**config.mk**
```make
export PLATFORM = sky130hd
export DESIGN_NAME = flf_cell
export DESIGN_NICKNAME = d
export VERILOG_FILES = /design/src/sv/flf_pkg.sv /design/src/sv/flf_cell.sv
export SDC_FILE = /design/constraint.sdc
export NUM_CORES = 1
export LEC_CHECK = 0
export BUFFER_PORTS_ARGS = -buffer_cell sky130_fd_sc_hd__clkbuf_2
export CAP_MARGIN = 20
export CORE_AREA = 3 3 139 141
export DETAILED_ROUTE_END_ITERATION = 16
export DIE_AREA = 0 0 142 144
export PLACE_DENSITY = 0.56
export SLEW_MARGIN = 5
export SYNTH_ARGS = -nofsm -noshare
export SYNTH_HDL_FRONTEND = slang
export SYNTH_SLANG_ARGS = --single-unit
```
**constraint.sdc**
```tcl
create_clock -name clk -period 2.8 [get_ports clk]
set_clock_uncertainty 0.1 [all_clocks]
set_input_delay 0.56 -clock clk [delete_from_list [all_inputs] [get_ports clk]]
set_output_delay 0.56 -clock clk [all_outputs]
set_load 0.02 [all_outputs]
```
**src/sv/flf_pkg.sv**
```systemverilog
// Package for the first-fit free list: sizes, request codes and shared types.
package flf_pkg;

    localparam int CAPACITY   = 64;
    localparam int ADDR_BITS  = 48;
    localparam int SIZE_BITS  = 32;
    localparam int TOTAL_BITS = 40;
    localparam int REQ_BITS   = 3;

    localparam int CNT_BITS      = $clog2(CAPACITY + 1);
    localparam int IN_DATA_BITS  = ((ADDR_BITS + SIZE_BITS + 7) / 8) * 8;
    localparam int OUT_DATA_BITS = ((ADDR_BITS + SIZE_BITS + TOTAL_BITS + 7) / 8) * 8;
    localparam int OUT_USER_BITS = 2;

    localparam logic [REQ_BITS-1:0] REQ_FREE         = 3'd0;
    localparam logic [REQ_BITS-1:0] REQ_OBTAIN_SMALL = 3'd1;
    localparam logic [REQ_BITS-1:0] REQ_OBTAIN_LARGE = 3'd2;
    localparam logic [REQ_BITS-1:0] REQ_LOOKUP_SMALL = 3'd3;
    localparam logic [REQ_BITS-1:0] REQ_LOOKUP_LARGE = 3'd4;
    localparam logic [REQ_BITS-1:0] REQ_CLEAR        = 3'd5;

    typedef struct packed {
        logic [ADDR_BITS-1:0] addr;
        logic [SIZE_BITS-1:0] size;
    } slot_t;

    typedef struct packed {
        logic push;
        logic pull;
        logic sel;
        logic live;
    } cell_ctrl_t;

endpackage

```
**src/sv/flf_cell.sv**
```systemverilog
// One slot of the free list: holds a block, tests its fit, shifts toward either neighbor.
module flf_cell (
    input  logic                           clk,
    input  flf_pkg::cell_ctrl_t            ctrl,
    input  logic [flf_pkg::SIZE_BITS-1:0]  want,
    input  flf_pkg::slot_t                 left_q,
    input  flf_pkg::slot_t                 right_q,
    output flf_pkg::slot_t                 q,
    output logic                           fit,
    output flf_pkg::slot_t                 pick
);
    import flf_pkg::*;

    slot_t slot_reg;
    slot_t slot_next;

    always_comb
    begin
        slot_next = slot_reg;
        if (ctrl.push)
        begin
            slot_next = left_q;
        end
        else if (ctrl.pull)
        begin
            slot_next = right_q;
        end
    end

    always_ff @(posedge clk)
    begin
        slot_reg <= slot_next;
    end

    assign q    = slot_reg;
    assign fit  = ctrl.live && (slot_reg.size >= want);
    assign pick = ctrl.sel ? slot_reg : '0;

endmodule

```
After elaboration in Yosys (flattened, before gate mapping) --
Cells that the tools add are included.
Operators by class: $lt $le $gt $ge 1, reductions and logical operators 2, mux-type cells 3
Operators with widths (number):
- $mux W80 | 3
- $ge A32 B32 Y1 | 1
- $reduce_bool A2 Y1 | 1
- $logic_and A1 B1 Y1 | 1
Storage, ports and cells: output and inout port bits 161, bits in registers 80, logic and storage cells 8, input bits 197

Depth between registers and ports, before layout --
depth in word-level cells 2, mapped depth 7, depth with buffers taken out 7

Least setup slack after synthesis --
No wires, ideal clock.
path type input-to-output, start point in want[14] (netlist bit), end point out fit, data required time 2.140 ns, buffers on the path 0, slack 0.190 ns, stages 7, data arrival time 1.950 ns, cell sequence inv_1 ha_1 and4_4 a31o_1 a221o_1 a21oi_1 o31ai_1
Between the ends: cells in the longest elaborated chain, start to end 2
RTL lines:
- from (decl) | RTL line flf_cell.sv:5 | input logic [flf_pkg::SIZE_BITS-1:0] want,
- $ge A32 B32 Y1 | RTL line flf_cell.sv:36 | assign fit = ctrl.live && (slot_reg.size >= want);
- $logic_and A1 B1 Y1 | RTL line flf_cell.sv:36
- to (decl) | RTL line flf_cell.sv:9 | output logic fit,
Every way passes these cells.

Worst setup path in the final report --
start point reg slot_reg (netlist bit q[13]), end point out fit
Between the ends: cells in the longest elaborated chain, start to end 2
RTL lines:
- from (decl) | RTL line flf_cell.sv:14 | slot_t slot_reg;
- from (signal assigned) | RTL line flf_cell.sv:32 | slot_reg <= slot_next;
- $ge A32 B32 Y1 | RTL line flf_cell.sv:36
- $logic_and A1 B1 Y1 | RTL line flf_cell.sv:36
Every way passes these cells.

==> results.json <==
{
  "status": "finished, final reports clean",
  "drt_iter0_markers": 159,
  "core.rowCount": 49,
  "path_max_fanout": 3,
  "power.total_mw": 3.92,
  "grt_max_degree": 81,
  "grt_pass1_wl_mm": 21.4,
  "yosys.area.top_type_share": 0.513,
  "antenna_cells": 0,
  "root_buffer": "clkbuf_16",
  "io_pins": 358,
  "wl_met1_mm": 5.89,
  "synth-seq-cells": 80,
  "hold_path.class": "input port to flip-flop",
  "wl_per_cell_um": 15.4,
  "fin_setup_tns_ns": 0,
  "grt_antenna_before_repair": 0,
  "place_congestion": 0.789,
  "postCtsHoldBufs": 0,
  "grt_use_total": 0.137,
  "path_cells": "ha_1, and4_4, a31o_1, a221o_1, a21oi_2, o31ai_2, buf_4",
  "met3_wirelength_um": 965,
  "largest_register_ffs": 80,
  "dr.pass1.iters": 4,
  "synth_top_area_cell": "edfxtp_1",
  "top_layer": "met4",
  "synth.area.top_cells": "edfxtp_1 51%, mux2_2 19%, and2_1 11%, ha_1 8.6%, inv_1 2.6%",
  "die-area_sq_um": 20400,
  "critical_path_class": "flip-flop to output port",
  "postSynthCellCount": 367,
  "period_share": 0.989,
  "clock.fmax_mhz": 361,
  "grt_overflow_total": 0,
  "wl_met2_mm": 7.76,
  "cpPeakStageDelay_ns": 0.40,
  "hold_violations": 0,
  "synth_area_per_cell_sq_um": 12.8,
  "drt-vias-per-instance": 4.24,
  "fillers": 1795,
  "setup_viol": 0,
  "port_buffers": 357,
  "drive_above_1_share": 0.658,
  "die_h_um": 144,
  "fp.coreArea_sq_um": 18100,
  "cp.arrival_ns": 2.11,
  "clockBufferDepth": 2,
  "cts_tree": "built",
  "setup_slack_ns": 0.0322,
  "ys_seq_area_frac": 0.513,
  "totalWireLength_mm": 14.9,
  "dp.final_hpwl_mm": 11.7,
  "cp-end-kind": "output port",
  "chipWidth_um": 142,
  "worst_setup_path_start_kind": "flip-flop",
  "path_clk_slew_ns": 0.06,
  "worstPathRequired_ns": 2.14,
  "powerDensity_nw_per_um2": 538,
  "syn_area_sq_um": 4680,
  "fin_nets": 964,
  "cts_max_level": 3,
  "grt_pass1_vias": 4037,
  "maxCapViolCount": 0,
  "leakage_nw": 3.62,
  "rsz0062_at_grt": "true",
  "ir_worst_vdd_mv": 0.450,
  "crit_slowest_cell": "edfxtp_1",
  "clock_sinks": 80,
  "worstMarginPinSlew_ns": 0.587,
  "fin_crit_ns": 2.77,
  "place_ws_ns": -0.0821,
  "syn_nets": 596,
  "maxSlewHeadroom": 0.609,
  "holdWs_ns": 0.418,
  "numCtsBuffers": 9,
  "syn_to_final_growth_pct": 55.6,
  "finalMaxSlewViolations": 0,
  "vias": 4105,
  "postRouteAntennaNets": 0,
  "synth_warnings": 0,
  "synthDistinctLibCells": 27,
  "start_util": 0.259,
  "remaining_drc_errors": 0
}
## worst max-delay path: cells and delay by family (launching register included)
| kind | cells | cell delay [ns] |
|---|---|---|
| buf+inv | 1 | 0.16 |
| fa+ha+maj | 1 | 0.31 |
| simple gates | 1 | 0.20 |
| flops | 1 | 0.40 |
| compound gates | 4 | 0.72 |
## worst paths after layout
path	from	endpoint	slack (ns)	cells past startpoint
hold / removal	right_q[42]	q[42]	0.42	2
setup / recovery	q[13]	fit	0.03	7
## power breakdown
group          total, mW  switching [mW]  internal [mW]
Sequential          1.57          0.0939           1.48
Combinational       1.10           0.606          0.490
Clock               1.25           0.475          0.778
## cells in the mapped netlist
cell and count:
nand3_1 4, o21ai_0 2, a31o_1 1, nand2b_1 1, or2_2 1, o31ai_1 1
buf_2 8, a2bb2oi_1 1, ha_1 32, a221oi_1 1, nand2_1 8, o2111ai_1 1
clkbuf_1 9, and2_1 80, a2111oi_0 1, nor2_1 1, o21ai_1 2, and4_1 3
a21oi_1 11, inv_1 32, a221o_1 2, mux2_2 80, and3_2 1, o21a_1 1
a21o_1 1, edfxtp_1 80, and4_4 2
## logic make-up after synthesis
kind of cell | Yosys count | share of synthesized area
AND/OR/NAND/NOR | 101 | 0.133
adder cells (fa/ha/maj) | 32 | 0.0855
multiplexers | 80 | 0.192
flip-flops | 80 | 0.513
AO/OA/AOI/OAI | 25 | 0.0345
buffers and inverters | 49 | 0.0414
## layout make-up
cell class	count	area, sq um	share of cell area
clock inverters	5	82.6	0.0113
flip-flops and latches	80	2400	0.330
inverters	32	120	0.0165
multi-input cells	238	2220	0.305
well taps	229	287	0.0393
clock buffers	10	229	0.0314
repair buffers	374	1940	0.267
## layout by cell type (no fill, tap or decap), types with 2 or more instances in the layout
master / netlist / routed
ha_1: 32 / 24
and4_4: 2 / 2
and4_1: 3 / 3
o21ai_1: 2 / 2
mux2_2: 80 / 80
nand2_1: 8 / 8
o21ai_0: 2 / 2
and2_1: 80 / 80
edfxtp_1: 80 / 80
buf_4: 0 / 17
ha_4: 0 / 8
a221o_1: 2 / 2
a21oi_2: 0 / 2
clkinv_4: 0 / 2
bufinv_16: 0 / 2
buf_12: 0 / 2
nand3_1: 4 / 4
clkbuf_16: 0 / 9
clkbuf_2: 0 / 355
a21oi_1: 11 / 9
inv_1: 32 / 32
## metal layers
layer,track usage,vias to the layer above
met1,0.156,1853
met4,0.0581,0
met5,0,-
li1,-,2047
met2,0.242,188
met3,0.0344,17
## per-stage QoR
stage,util,instance area (sq um),instances
detailed placement,0.373,6750,941
finish,0.403,7290,968
floorplan,-,4680,367
CTS,0.395,7140,963
global placement,0.373,6750,941
global route,0.403,7290,968
## what timing repair did
action                     CTS  global route
pin swaps                    7             7
setup endpoints to repair    1             1
buffers inserted             7             5
gates resized for setup      5            12
Note: power is estimated with default switching activity, not from simulation.
